<file path="src/sv/lrs_pkg.sv">
`default_nettype none
// ----------------------------------------------------------------------------
// lrs_pkg
// Shared constants, the stored element format and the divide-by-ten helper
// for the base-10 radix sorter.
// ----------------------------------------------------------------------------
package lrs_pkg;

  localparam int MAX_ITEMS = 64;
  localparam int ADDR_W    = $clog2(MAX_ITEMS);
  localparam int CNT_W     = $clog2(MAX_ITEMS + 1);
  localparam int VAL_W     = 31;
  localparam int RADIX     = 10;
  localparam int DIG_W     = $clog2(RADIX);

  // ceil(2^35 / 10), exact quotient for any 32-bit dividend
  localparam logic [31:0] RECIP10 = 32'hCCCC_CCCD;

  // a stored element carries its value and the value scaled down to the
  // current decimal place
  typedef struct packed {
    logic [VAL_W-1:0] value;
    logic [VAL_W-1:0] quot;
  } elem_t;

  function automatic logic [VAL_W-1:0] div10(input logic [VAL_W-1:0] q);
    logic [63:0] prod;
    prod = {33'd0, q} * {32'd0, RECIP10};
    return VAL_W'(prod[63:35]);
  endfunction

endpackage
`default_nettype wire

</file>
<file path="src/sv/lrs_digit.sv">
`default_nettype none
// ----------------------------------------------------------------------------
// lrs_digit
// Digit extraction stage: divides the element's scaled quotient by ten
// (reciprocal multiply, registered) and yields the decimal digit at the
// current place together with the quotient for the next place.
// ----------------------------------------------------------------------------
module lrs_digit (
  input  wire logic                       clk,
  input  wire logic                       rst,
  input  wire logic                       in_valid,
  input  wire lrs_pkg::elem_t             in_elem,
  output logic                            out_valid,
  output logic [lrs_pkg::VAL_W-1:0]       value,
  output logic [lrs_pkg::VAL_W-1:0]       quot,
  output logic [lrs_pkg::DIG_W-1:0]       digit
);
  import lrs_pkg::*;

  logic [DIG_W-1:0] q_low;
  logic [DIG_W-1:0] qd10_low;

  always_ff @(posedge clk) begin
    if (rst) begin
      out_valid <= 1'b0;
    end else begin
      out_valid <= in_valid;
    end
  end

  always_ff @(posedge clk) begin
    value <= in_elem.value;
    q_low <= in_elem.quot[DIG_W-1:0];
    quot  <= div10(in_elem.quot);
  end

  // digit = q - 10*(q/10); only the low four bits matter since digit < 10
  assign qd10_low = {quot[0], 3'b000} + {quot[2:0], 1'b0};
  assign digit    = q_low - qd10_low;

endmodule
`default_nettype wire

</file>
<file path="config.mk">
export PLATFORM = sky130hd
export DESIGN_NAME = lrs_digit
export DESIGN_NICKNAME = d
export VERILOG_FILES = /design/src/sv/lrs_pkg.sv /design/src/sv/lrs_digit.sv
export SDC_FILE = /design/constraint.sdc
export NUM_CORES = 1
export LEC_CHECK = 0
export ABC_AREA = 1
export BUFFER_PORTS_ARGS = -buffer_cell sky130_fd_sc_hd__buf_2
export CAP_MARGIN = 20
export CELL_PAD_IN_SITES_DETAIL_PLACEMENT = 1
export CELL_PAD_IN_SITES_GLOBAL_PLACEMENT = 1
export CORE_AREA = 2 2 150 226
export CTS_BUF_LIST = sky130_fd_sc_hd__clkbuf_2
export DETAILED_ROUTE_END_ITERATION = 10
export DIE_AREA = 0 0 152 228
export PLACE_DENSITY_LB_ADDON = 0.1
export SLEW_MARGIN = 5
export SYNTH_ARGS = -nofsm -noshare
export SYNTH_HDL_FRONTEND = slang
export SYNTH_SLANG_ARGS = --single-unit
</file>
<file path="constraint.sdc">
create_clock -name clk -period 8.5 [get_ports clk]
set_clock_uncertainty 0.2 [all_clocks]
set_input_delay 0.85 -clock clk [delete_from_list [all_inputs] [get_ports clk]]
set_output_delay 0.85 -clock clk [all_outputs]
set_load 0.01 [all_outputs]
</file>
==> summary.txt <==
hold path endpoint = value[0]
Post-CTS Setup Bufs = 0
total number of vias = 12.4k
Post-Syn Area = 15200 um2
Hold Path Depth = 1
clk slew on worst S/H paths = 0.22 ns
Tightest Pin Transition = 0.776 ns
Antenna Nets Post-Route = 0
Placed Instance Area = 16400 um2
cell with the most instances after synthesis = inv_1
Initial Utilization = 0.462
gpl congestion = 0.990
Ys Warns = 0
Post-layout nets = 2627
fin crit period = 7.07 ns
initial drt markers = 431
fin crit share = 0.832
Chip Height = 228 um
Crit Path Class = input port to register
post-cts repair resize count = 0
max-cap violations = 0
GR peak layer = met2
io pins = 132
core region area = 32900 um2
global-route wire length before repair = 80800 um
pre-CTS setup slack = 0.873 ns
Residual DRC = 0
synthesized instance count = 1891
Max Clk Rate = 141 MHz
average size of a mapped cell = 8.05 um2
outcome = completed
setup_tns = 0 ns
vias in the first global route = 14.7k
Hold Vio Cnt, Final = 0
Layout Cells excl Fill = 2454
GR Util met3 = 0.0226
Worst setup SP type = input port
worst endpoint data arrival time = 7.34 ns
Die Wd = 152 um
Area contributors post-synth = fa_1 30%, ha_1 25%, inv_1 13%
post-synth cell types = 32
Sink Count = 64
worst hold path class = input port to register
Max Root-Sink Buffers = 2
initial antenna violation count = 1
Yosys top cell area share = 0.304
FP Rows = 82
Finish-stage setup viols = 0
Max Slew Vio Count = 0
area grow syn2layout = 8.32%
Final Instance Area = 16500 um2
FFs w/ async S/R, synth = 0
RSZ-0062 raised after global routing = no
worst relative slew slack = 0.477
CP Capture Type = register
Buffers on Ports = 128
root buf cell = clkbuf_2
die area = 34700 um2
GRT Util Overall = 0.305
number of vias per cell = 5.05
hold_buf cts = 0
drt total wl = 50400 um
Num CTS Buffers = 9
first drt pass iteration count = 6
Detailed Place HPWL = 47300 um
met1 Track Usage GR = 0.335
post-DR wirelength/cell = 20.5 um
critical path fanouts, max = 5
register area share after synthesis = 0.0842
Worst EP required = 8.77 ns
layout cells sized above 1 = 0.0920
largest net degree at the start of global routing = 13
Yosys top cell by area = fa_1
Hold Path Origin = in_elem[31]
FF+latch count, synth = 64
remaining global-route overflow = 0
met2 Use GR = 0.581
Post-synth EDFFs = 0
commonest cells in the netlist = 508 x inv_1, 393 x nand2_1, 303 x ha_1, 231 x fa_1, 107 x nor2_1
htree depth = 3
top_reg_cell synth = dfxtp_1
slack of the critical path = 1.43 ns
Cells after DPL = 2437
CTS tree = built
==> critical path: stages <==
cell and delay [ns]:
buf_2 0.15, inv_1 0.06, ha_1 0.30, inv_1 0.07, ha_1 0.32, xor2_1 0.29
inv_1 0.12, fa_1 0.65, inv_1 0.11, fa_1 0.46, inv_1 0.11, fa_1 0.43
inv_1 0.12, fa_1 0.43, fa_1 0.53, inv_1 0.06, fa_1 0.47, inv_1 0.04
ha_1 0.39, a21oi_1 0.33, o21ai_0 0.21, a21oi_1 0.26, nand2_1 0.13, a21oi_1 0.20
nand2_1 0.09, nand2_1 0.06, nand2_1 0.09
==> routing by layer <==
| metal | part of all wire | vias up |
|---|---|---|
| met5 | 0 | - |
| met4 | 0.064 | 0 |
| met3 | 0.018 | 108 |
| met2 | 0.54 | 213 |
| met1 | 0.38 | 6096 |
| li1 | - | 5974 |
==> cell usage in the layout, fill, tap and decap left out, types with 2 or more instances in the layout <==
cell type and count:
clkbuf_2 9, o21bai_1 8, dfxtp_1 64, nand2_2 7, xor2_1 19, xnor2_1 15
or2_2 2, nor2_1 107, nand3_1 47, fa_1 231, nand2_1 393, nor3_1 4
conb_1 3, o21ai_0 41, clkinvlp_4 2, inv_1 508, buf_2 128, ha_1 303
inv_2 5, a21oi_1 79, nor2_4 7, o21ai_1 2, nor4_2 2, a21o_1 6
nand4_1 11, nor3_2 7, nor2_2 11, o21a_1 2
==> sequential cells by signal (all words and copies together), names as in the netlist <==
name	flops
value	31
quot	28
q_low	4
out_valid	1
==> cell type report <==
cell class              count  area, um2
fillers                  4191      16400
multi-input cells        1312      12000
inverters                 513       1930
flip-flops and latches     64       1280
repair buffers            128        641
well taps                 420        526
clock inverters             7       71.3
clock buffers               9       45.0
diodes                      1       2.50
==> worst max-delay path by stage <==
stage                     cells after the start   startpoint  slack (ns)        to
after floorplan                              25  in_elem[16]        1.99  quot[21]
after global placement                       27  in_elem[23]        0.86   quot[7]
after detailed placement                     27  in_elem[23]        0.87   quot[7]
after CTS                                    27  in_elem[23]        1.51   quot[7]
after global routing                         27  in_elem[23]        1.20   quot[7]
final                                        27  in_elem[23]        1.43   quot[7]
==> kinds of logic after synthesis <==
| family | after synthesis | share of synthesized area |
|---|---|---|
| buffers and inverters | 517 | 0.128 |
| flip-flops | 64 | 0.0842 |
| other | 1 | 0.000246 |
| AND/OR/NAND/NOR | 601 | 0.166 |
| AO/OA/AOI/OAI | 140 | 0.0491 |
| adder cells (fa/ha/maj) | 534 | 0.553 |
| XOR/XNOR | 34 | 0.0196 |
==> stage by stage <==
stage	hold WS [ns]	util
floorplan	0.678	-
global placement	0.752	0.497
global route	0.0695	0.501
finish	0.131	0.501
CTS	0.0907	0.501
detailed placement	0.754	0.497
Power is not shown: default switching activity piles up to over one toggle a cycle in this logic, so the estimate is an artifact.
