==> src/sv/lrs_ram.sv <==
`default_nettype none
// ----------------------------------------------------------------------------
// lrs_ram
// Generic simple dual-port RAM: one write port, one read port, read data
// registered.
// ----------------------------------------------------------------------------
module lrs_ram #(
  parameter int WIDTH = 8,
  parameter int DEPTH = 16
) (
  input  wire logic                     clk,
  input  wire logic                     we,
  input  wire logic [$clog2(DEPTH)-1:0] waddr,
  input  wire logic [WIDTH-1:0]         wdata,
  input  wire logic [$clog2(DEPTH)-1:0] raddr,
  output logic      [WIDTH-1:0]         rdata
);

  logic [WIDTH-1:0] mem [DEPTH];

  always_ff @(posedge clk) begin
    if (we) begin
      mem[waddr] <= wdata;
    end
    rdata <= mem[raddr];
  end

endmodule
`default_nettype wire

==> config.mk <==
export PLATFORM = sky130hd
export DESIGN_NAME = lrs_ram
export DESIGN_NICKNAME = d
export VERILOG_FILES = /design/src/sv/lrs_ram.sv
export SDC_FILE = /design/constraint.sdc
export NUM_CORES = 1
export LEC_CHECK = 0
export BUFFER_PORTS_ARGS = -buffer_cell sky130_fd_sc_hd__clkbuf_2
export CAP_MARGIN = 20
export CORE_MARGIN = 2
export CORE_UTILIZATION = 54
export CTS_CLUSTER_SIZE = 8
export DETAILED_ROUTE_END_ITERATION = 8
export GPL_TIMING_DRIVEN = 0
export PLACE_DENSITY = 0.7
export SETUP_SLACK_MARGIN = 0.05
export SYNTH_ARGS = -nofsm -noshare
export SYNTH_HDL_FRONTEND = slang
export SYNTH_SLANG_ARGS = --single-unit
==> constraint.sdc <==
create_clock -name clk -period 1.6 [get_ports clk]
set_clock_uncertainty 0.2 [all_clocks]
set_input_delay 0 -clock clk [delete_from_list [all_inputs] [get_ports clk]]
set_output_delay 0 -clock clk [all_outputs]
set_load 0.005 [all_outputs]
==> impl_results.md, run 1 <==
* Antenna violations before repair at 0
* CP Capture Type: register
* DP Area at 0.005454 mm^2
* N_diodes at 0
* Power Internal at 6.302 mW
* Vias at 2,462
* DRT Wirelength at about 10 mm
* Synthesized instance count at 229
* Largest fanout on the critical path at 8
* Rows at 35
* Dpl hpwl at 5.874 mm
* First-pass GRT wire length at approximately 14 mm
* Seq/Total Area, Yosys at 0.7778
* Failing checks: negative hold slack
* Met2 wire len at 4.792 mm
* Signal arrival time at the worst endpoint at about 1.5 ns
* Port Buffers at 24
* Clock Sinks at approximately 140
* # H-tree levels at 4
* Clk buf depth at 2
* DRC violations left at 0
* Minimum clock period at roughly 1.5 ns
* I/O pins at 26
* Part of the power in registers at 0.504
* Multi-input logic area at roughly 0.0011 mm^2
* Worst skew pair latency at slightly above 0.5 ns
* Area Growth Syn to Fin at 20.49%
* Vert. Die Dim at 101.6 um
* Uppermost layer routed: met4
* Vias in the first global route at 2,423
* DR iter-0 viols at 290
* CP Cell Sequence: clkbuf_2 -> nand3_1 -> dlygate4sd3_1 -> nor2_1
* Initial DRT Pass Iterations at 5
* Core Region at 0.009240 mm^2
* CP Class: input port to register
* Design area at 0.006202 mm^2
* Final core occ at 0.6712
* GRT Residual Overflow at 0
* Count of cell types in the netlist at 19
* RSZ-0062 raised after global routing: no
* Cell area after synthesis at 0.005147 mm^2
* Switch Pwr at roughly 1.6 mW
* Gr usage total at 0.2047
* Peak VDD IR at 0.7129 mV
* Reg clk slew, reported paths at 0.06 ns
* Slew Viols, Final at 0
* Most common cell after layout, fill and taps aside: edfxtp_1
* Initial Util at 0.5571
* Share of cells above drive strength 1 at 0.3180
* CTS root buf: clkbuf_8
* Min-Delay Path Class: input port to register
* Fmax at 0.6570 GHz
* Fin nets at 310
* Syn avg cell area at 22.48 um^2
* Final Hold Fails at 39
* Clock tree from TritonCTS: built
* Hold_ws at -0.1659 ns
* Met3 wire length at 584 um
* Reg area at 0.004004 mm^2
* Most area-hungry cell type in the Yosys netlist: edfxtp_1
* Clock power frac at 0.443
* Area contributors post-synth: edfxtp_1 (75%), mux4_2 (7.9%), mux4_1 (7.1%), dfxtp_1 (3.1%), a22oi_1 (2.3%)
* CP Launch Type: input port
* # fillers at 607
* Routed metal-1 wire length at 4.326 mm
* Synth top area share at 0.7467
* Worst slew pin tran at approximately 0.83 ns
* Leakage power at 2.092 nW
* Sw frac at 0.2060
* Final antenna-violating net count at 0
* Critical Path RT at 1.54 ns
* GP Congestion at about 0.69
* PD cells at 1280 mW/mm^2
* Die ar. at between 0.01 and 0.015 mm^2
* Period utilization at 0.9513
* Critical-path top delay cell: dlygate4sd3_1
* Logic pwr share at 0.053
* Largest net degree at the start of global routing at 17
* Synthesized flop and latch total at 136
* Die width at about 100 um
* Commonest cells after routing, fill and taps aside: edfxtp_1 (128), clkbuf_2 (24), mux4_2 (20)
* Post-CTS Setup Inserts at 0
* Status: finished with violations
* Total CTS buffers at 17
* Max-Cap Viols at 0
* Slew HR at 0.4431
* Setup-failing EPs final at 0
* WL per Instance at 22.63 um
* Yosys Warn Count at 0
* Crit-path max cell delay at 0.62 ns
* Vias per Instance at around 5.7
* Mapped Nets at about 250
## power by group through the flow
stage | clock, mW | combinational (mW) | sequential [mW]
finish | 3.51 | 0.420 | 4.00
global route | 3.68 | 0.453 | 4.01
CTS | 3.54 | 0.411 | 4.00
detailed placement | 0 | 0.378 | 4.08
global placement | 0 | 0.364 | 4.07
floorplan | 0 | 0.202 | 4.08
## final timing paths
path                                   end       start  depth (start not counted)  slack (ns)
worst max-delay path            mem[15][1]          we                          4        0.08
worst min-delay path             mem[0][7]    waddr[1]                          2       -0.17
worst max register to register    rdata[7]  mem[11][7]                          3        0.09
worst min register to register    rdata[2]  mem[11][2]                          3        0.48
## critical path: cells and delay by family
family / cells / cell delay [ns]
simple gates: 2 / 0.73
buf+inv: 2 / 0.73
## timing repair
| action | in CTS | in global routing |
|---|---|---|
| endpoints found under the setup margin | 4 | 13 |
| hold buffers | 14 | 3 |
| resized for setup | 4 | 6 |
| endpoints found under the hold margin | 236 | 19 |
| pin swaps | 0 | 2 |
## per-stage QoR
| stage | hold WS, ns | power (mW) | setup WS, ns | instances | TNS [ns] |
|---|---|---|---|---|---|
| finish | -0.1659 | 7.937 | 0.07798 | 434 | 0 |
| global route | -0.1654 | 8.139 | 0.05159 | 434 | 0 |
| CTS | -0.1993 | 7.951 | 0.05071 | 431 | 0 |
| detailed placement | 0.1706 | 4.454 | -0.3041 | 385 | -9.863 |
| global placement | 0.1701 | 4.434 | -0.3691 | 382 | -13.87 |
| floorplan | -0.1011 | 4.278 | 0.1339 | 229 | 0 |
## cells in the mapped netlist (all sizes together)
master and count:
a22oi 16, and2 1, and2b 1, buf 7
clkdlybuf4s25 3, dfxtp 8, edfxtp 128, mux4 32
nand2 9, nand2b 2, nand3 1, nand3b 2
nor2 13, nor2b 1, nor3 4, or3b 1
## area by class of cell
cell class                 instances  share of cell area
sequential                       136              0.6456
multi-input combinational         83              0.1761
clock buffer                      20             0.07182
timing repair buffer              44             0.05003
tap                              129             0.02602
clock inverter                    12             0.01654
buffer                            10             0.01392
## flip-flops by register name, indices dropped and copies added (netlist names)
register  flops
rdata         8
mem         128
## cell families (layout without fill, tap and decap cells)
logic type,after synthesis,in the layout,share of synthesized area
DFF,136,136,0.7778
and+or+nand+nor,35,35,0.03184
muxes,32,32,0.1502
AOI/OAI and AO/OA,16,16,0.02334
buffers and inverters,10,86,0.01677
## routing by layer
metal  track usage  vias to the layer above
met5             0                        -
met4       0.07173                        0
met3       0.05383                        9
met2        0.2986                      108
met1        0.3044                     1246
li1              -                     1099
Note: power is estimated with default switching activity, not from simulation.
==> run 2: changes to the inputs <==
--- a/config.mk
+++ b/config.mk
@@ -8,11 +8,11 @@
 export BUFFER_PORTS_ARGS = -buffer_cell sky130_fd_sc_hd__clkbuf_2
 export CAP_MARGIN = 20
 export CORE_MARGIN = 2
-export CORE_UTILIZATION = 54
+export CORE_UTILIZATION = 60
 export CTS_CLUSTER_SIZE = 8
 export DETAILED_ROUTE_END_ITERATION = 8
 export GPL_TIMING_DRIVEN = 0
-export PLACE_DENSITY = 0.7
+export PLACE_DENSITY = 0.74
 export SETUP_SLACK_MARGIN = 0.05
 export SYNTH_ARGS = -nofsm -noshare
 export SYNTH_HDL_FRONTEND = slang
==> constraint.sdc (replaced) <==
create_clock -name clk -period 1.55 [get_ports clk]
set_clock_uncertainty 0.2 [all_clocks]
set_input_delay 0.155 -clock clk [delete_from_list [all_inputs] [get_ports clk]]
set_output_delay 0.155 -clock clk [all_outputs]
set_load 0.005 [all_outputs]
==> impl_results.md, run 2 (synthesis gave the netlist of run 1 again) <==
* Rows at 33 (-5.7%)
* Reg clk slew, reported paths at 0.06 ns (about the same)
* GRT Residual Overflow at 0 (unchanged)
* GP Congestion at 0.7054 (+2.2%)
* First-pass GRT wire length at 15.23 mm (+6.9%)
* Dpl hpwl at 5.923 mm (+0.83%)
* Largest net degree at the start of global routing at 17 (unchanged)
* Clock tree from TritonCTS: built
* Area Growth Syn to Fin at 19.01%
* Most common cell after layout, fill and taps aside: edfxtp_1
* Initial Util at 0.6233 (+0.06626)
* Initial DRT Pass Iterations at 4 (-1)
* # H-tree levels at 4 (unchanged)
* Worst R2R End: rdata[2]
* Min-Delay Endpoint: rdata[7]
* Final non-filler cell total at 400 (-7.8%)
* Vias in the first global route at 2,621 (+8.2%)
* Leakage power at 2.052 nW (-1.9%)
* Hold_ws at -0.06982 ns (+0.09605 ns)
* Core Region at 0.008258 mm^2 (-11%)
* Commonest cells after routing, fill and taps aside: edfxtp_1 (128), mux4_2 (24), clkbuf_2 (24)
* Final core occ at 0.7418 (+0.07059)
* Clock Sinks at 136 (unchanged)
* Antenna violations before repair at 0 (unchanged)
* DR iter-0 viols at 301 (+3.8%)
* PD cells at 1370 mW/mm^2 (+7.0%)
* Fin worst setup slack at 0.02966 ns (-0.04833 ns)
* Fmax at 0.6577 GHz
* WL per Instance at 24.61 um (+8.7%)
* Port Buffers at 24 (unchanged)
* Register with the highest flop count: mem
* Largest regs: mem: 128 flops, rdata: 8 flops
* CP Class: register to register
* Worst skew pair latency at 0.51 ns (about the same)
* Final Hold Fails at 10 (-74%)
* CP Launch Type: register
* Period utilization at 0.9809
* Die ar. at 0.009336 mm^2 (-9.6%)
* Status: finished with violations
* Gr usage total at 0.2310 (+0.02633)
* DRC violations left at 0 (unchanged)
* Peak VDD IR at 0.8786 mV (+23%)
* # fillers at 472 (-22%)
* R2r setup slk at 0.03 ns (-0.06 ns)
* Final antenna-violating net count at 0 (unchanged)
* RSZ-0062 raised after global routing: yes
* Critical Path RT at 1.75 ns (+0.21 ns)
* DRT Wirelength at 9.842 mm (+0.21%)
* Worst reg2reg path depth at 3 (unchanged)
* Max reg flops at 128 (unchanged)
* Signal arrival time at the worst endpoint at 1.72 ns (+0.26 ns)
* Total CTS buffers at 17 (unchanged)
* Vias at 2,496 (+1.4%)
* Slew Viols, Final at 0 (unchanged)
* N_diodes at 0 (unchanged)
* Hold path startpoint: raddr[0]
* Setup WS pre-CTS at -0.4799 ns (-0.1759 ns)
* Dpl cells at 359 (-6.8%)
* Reg-to-reg startpoint: mem[15][2]
* Share of cells above drive strength 1 at 0.3627 (+0.04468)
* Max-Cap Viols at 0 (unchanged)
* Largest fanout on the critical path at 1 (-7)
* CTS root buf: clkbuf_8
* Fin nets at 300 (-3.2%)
* Failing checks: negative hold slack
* I/O pins at 26 (unchanged)
* Hold Path Stages at 4 (+2)
* CP Capture Type: register
* Die width at 96.63 um (-4.9%)
* Vert. Die Dim at 96.63 um (-4.9%)
* Vias per Instance at 6.240 (+10%)
* Clk buf depth at 2 (unchanged)
* Slew HR at 0.4398 (-0.003300)
* Setup-failing EPs final at 0 (unchanged)
* Min-Delay Path Class: input port to register
* Minimum clock period at 1.520 ns
* Hold-fix buffers, CTS at 9 (-5)
* Worst slew pin tran at 0.8373 ns (+0.004932 ns)
[run 2: cell count changes in the layout (fill, tap and decap cells not counted), moves of 2 or more]
cell and delta:
dlygate4sd3_1 -8, nor2_2 +2, a22oi_1 -2, mux4_2 +4, nor3_1 -2, nor2_1 -2, mux4_1 -4, buf_4 -2
a22oi_2 +2
[run 2: power breakdown]
group	internal [mW]	total, mW	switching (mW)	leakage (nW)
clock	2.40	3.83	1.42	0.282
sequential	4.11	4.14	0.0228	1.22
combinational	0.187	0.428	0.241	0.546
total	6.70	8.39	1.69	2.05
[run 2: worst max-delay path by stage]
stage,from,endpoint,slack (ns)
after detailed placement,waddr[2],mem[0][2],-0.48
after CTS,mem[9][2],rdata[2],0.02
final,mem[15][2],rdata[2],0.03
after global routing,mem[2][1],rdata[1],-0.0009
after floorplan,waddr[2],mem[3][0],-0.07
after global placement,waddr[2],mem[2][1],-0.45
[run 2: layout make-up]
class | instances | area (um^2) | area share
sequential | 136 | 4004 | 0.6536
tap | 105 | 131.4 | 0.02145
buffer | 10 | 86.33 | 0.01409
clock inverter | 12 | 125.1 | 0.02042
multi-input combinational | 83 | 1109 | 0.1810
clock buffer | 20 | 455.4 | 0.07435
timing repair buffer | 34 | 215.2 | 0.03513
[run 2: repair_timing]
item / in CTS / in global routing
endpoints found under the setup margin: 16 / 30
buffers inserted: 0 / 0
resized for setup: 11 / 8
hold endpoints to repair: 154 / 10
pin swaps: 4 / 4
[run 2: critical path, stage by stage, from the launching register on]
cell	delay, ns
edfxtp_1	0.39
mux4_2	0.54
a22oi_2	0.20
nand2_1	0.07
[run 2: per-stage QoR]
| stage | hold slack, ns | total power [mW] | TNS, ns | area, um^2 |
|---|---|---|---|---|
| 2_1_floorplan | 0.05387 | 4.417 | -2.143 | 5162 |
| 3_3_place_gp | 0.3260 | 4.578 | -33.97 | 5414 |
| 3_5_place_dp | 0.3254 | 4.597 | -34.03 | 5419 |
| 4_1_cts | -0.08098 | 8.427 | 0 | 6128 |
| 5_1_grt | -0.04724 | 8.630 | -0.0009383 | 6126 |
| 6_report | -0.06982 | 8.391 | 0 | 6126 |
[run 2: metal layers]
metal,GRT usage,up-vias,routed length [um]
met2,0.3563,127,4830
met1,0.3223,1271,4005
met4,0.1105,0,284
met5,0,-,0
met3,0.04841,25,722
li1,-,1073,-
==> run 3: changes to the inputs <==
--- a/config.mk
+++ b/config.mk
@@ -12,8 +12,9 @@
 export CTS_CLUSTER_SIZE = 8
 export DETAILED_ROUTE_END_ITERATION = 8
 export GPL_TIMING_DRIVEN = 0
-export PLACE_DENSITY = 0.74
+export PLACE_DENSITY_LB_ADDON = 0.25
 export SETUP_SLACK_MARGIN = 0.05
+export SKIP_CTS_REPAIR_TIMING = 1
 export SYNTH_ARGS = -nofsm -noshare
 export SYNTH_HDL_FRONTEND = slang
 export SYNTH_SLANG_ARGS = --single-unit
==> impl_results.md, run 3 (synthesis gave the netlist of run 1 again) <==
* DRT Wirelength at 10.03 mm (+1.9%)
* WL per Instance at 25.00 um (+1.6%)
* Fmax at 0.6675 GHz (+1.5%)
* Dpl cells at 359 (unchanged)
* Critical Path RT at 1.74 ns (about the same)
* Setup WS pre-CTS at -0.4880 ns (-0.008029 ns)
* Total CTS buffers at 17 (unchanged)
* # fillers at 469 (-0.64%)
* DRC violations left at 0 (unchanged)
* Final non-filler cell total at 401 (+0.25%)
* Largest fanout on the critical path at 1 (unchanged)
* Total power at 8.406 mW (+0.18%)
* Area Growth Syn to Fin at 18.94% (about the same)
* Leakage power at 2.010 nW (-2.0%)
* Vias per Instance at 6.349 (+1.7%)
* Slew Viols, Final at 0 (unchanged)
* Port Buffers at 24 (unchanged)
* RSZ-0062 raised after global routing: yes
* Hold path startpoint: waddr[1]
* CTS root buf: clkbuf_8
* DR iter-0 viols at 281 (-6.6%)
* Fin nets at 301 (+0.33%)
* Commonest cells after routing, fill and taps aside: edfxtp_1 (128), mux4_2 (29), clkbuf_2 (24)
* Setup-failing EPs final at 0 (unchanged)
* Clk buf depth at 2 (unchanged)
* Most common cell after layout, fill and taps aside: edfxtp_1
* Register with the highest flop count: mem
* CP Capture Type: register
* GRT Residual Overflow at 0 (unchanged)
* Rows at 33 (unchanged)
* Critical Path Start: mem[9][2]
* Share of cells above drive strength 1 at 0.3818 (+0.01904)
* Period utilization at 0.9665 (-0.01440)
* Fin worst setup slack at 0.05198 ns (+0.02232 ns)
* Initial Util at 0.6233 (unchanged)
* Worst slew pin tran at 0.7966 ns (-0.04062 ns)
* Vias at 2,546 (+2.0%)
* Reg clk slew, reported paths at 0.06 ns (about the same)
* Final antenna-violating net count at 0 (unchanged)
* Status: finished with violations
* CP Class: register to register
* # H-tree levels at 4 (unchanged)
* Design area at 0.006122 mm^2 (about the same)
* Largest regs: mem: 128 flops, rdata: 8 flops
* Die ar. at 0.009336 mm^2 (unchanged)
* Peak VDD IR at 0.7430 mV (-15%)
* Antenna violations before repair at 0 (unchanged)
* Max-Cap Viols at 0 (unchanged)
* Minimum clock period at 1.498 ns (-0.02232 ns)
* Final Hold Fails at 27 (+17)
* Clock Sinks at 136 (unchanged)
* Core Region at 0.008258 mm^2 (unchanged)
* Reg-to-reg startpoint: mem[9][2]
* Setup TNS at 0 ns (unchanged)
* I/O pins at 26 (unchanged)
* Dpl hpwl at 6.150 mm (+3.8%)
* Die width at 96.63 um (unchanged)
* Signal arrival time at the worst endpoint at 1.69 ns (-0.03 ns)
* GP Congestion at 0.7225 (+2.4%)
* Hold_ws at -0.01445 ns (+0.05537 ns)
* Max reg flops at 128 (unchanged)
* N_diodes at 0 (unchanged)
* DP Area at 0.005421 mm^2 (about the same)
* Clock tree from TritonCTS: built
* Largest net degree at the start of global routing at 17 (unchanged)
* Gr usage total at 0.2274 (-0.003636)
* Final core occ at 0.7414 (about the same)
* Slew HR at 0.4669 (+0.02718)
* Worst skew pair latency at 0.51 ns (about the same)
* CP Launch Type: register
* PD cells at 1373 mW/mm^2 (+0.24%)
* Min-Delay Path Class: input port to register
* Initial DRT Pass Iterations at 5 (+1)
* First-pass GRT wire length at 14.89 mm (-2.2%)
* Vias in the first global route at 2,527 (-3.6%)
* Failing checks: negative hold slack
* Vert. Die Dim at 96.63 um (unchanged)
-- run 3: cell count changes in the layout (fill, tap and decap cells not counted), moves of 2 or more --
cell | previous run | this run
clkinv_2 | 5 | 0
mux4_1 | 8 | 3
mux4_2 | 24 | 29
clkinvlp_4 | 3 | 7
a22oi_1 | 7 | 5
a22oi_2 | 9 | 11
clkbuf_8 | 4 | 2
inv_6 | 0 | 2
-- run 3: worst paths after layout --
kind                            cells past startpoint  slack [ns]        end
worst min register to register                      3        0.48   rdata[0]
worst max-delay path                                3        0.05   rdata[2]
worst max register to register                      3        0.05   rdata[2]
worst min-delay path                                2       -0.01  mem[4][0]
-- run 3: final cells by class --
type | count | area (um^2) | area share
buffer | 10 | 86.33 | 0.01410
clock buffer | 19 | 431.7 | 0.07051
clock inverter | 13 | 147.6 | 0.02412
multi-input combinational | 83 | 1094 | 0.1786
sequential | 136 | 4004 | 0.6540
tap | 105 | 131.4 | 0.02146
timing repair buffer | 35 | 227.7 | 0.03720
-- run 3: critical path: stages (launching register included) --
cell and delay [ns]:
edfxtp_1 0.36, mux4_1 0.54, a22oi_2 0.20, nand2_1 0.08
-- run 3: routing by layer --
metal  GRT usage  vias up  wire (um)
li1            -     1075          -
met1      0.3122     1330       4053
met2      0.3552      126       5093
met3     0.05925       15        702
met4     0.09209        0        177
met5           0        -          0
-- run 3: power by group --
| part | internal, mW | leakage, nW | total, mW | switching, mW |
|---|---|---|---|---|
| registers | 4.11 | 1.22 | 4.14 | 0.0236 |
| logic | 0.192 | 0.527 | 0.439 | 0.247 |
| clock network | 2.34 | 0.259 | 3.83 | 1.49 |
| total | 6.65 | 2.01 | 8.41 | 1.76 |
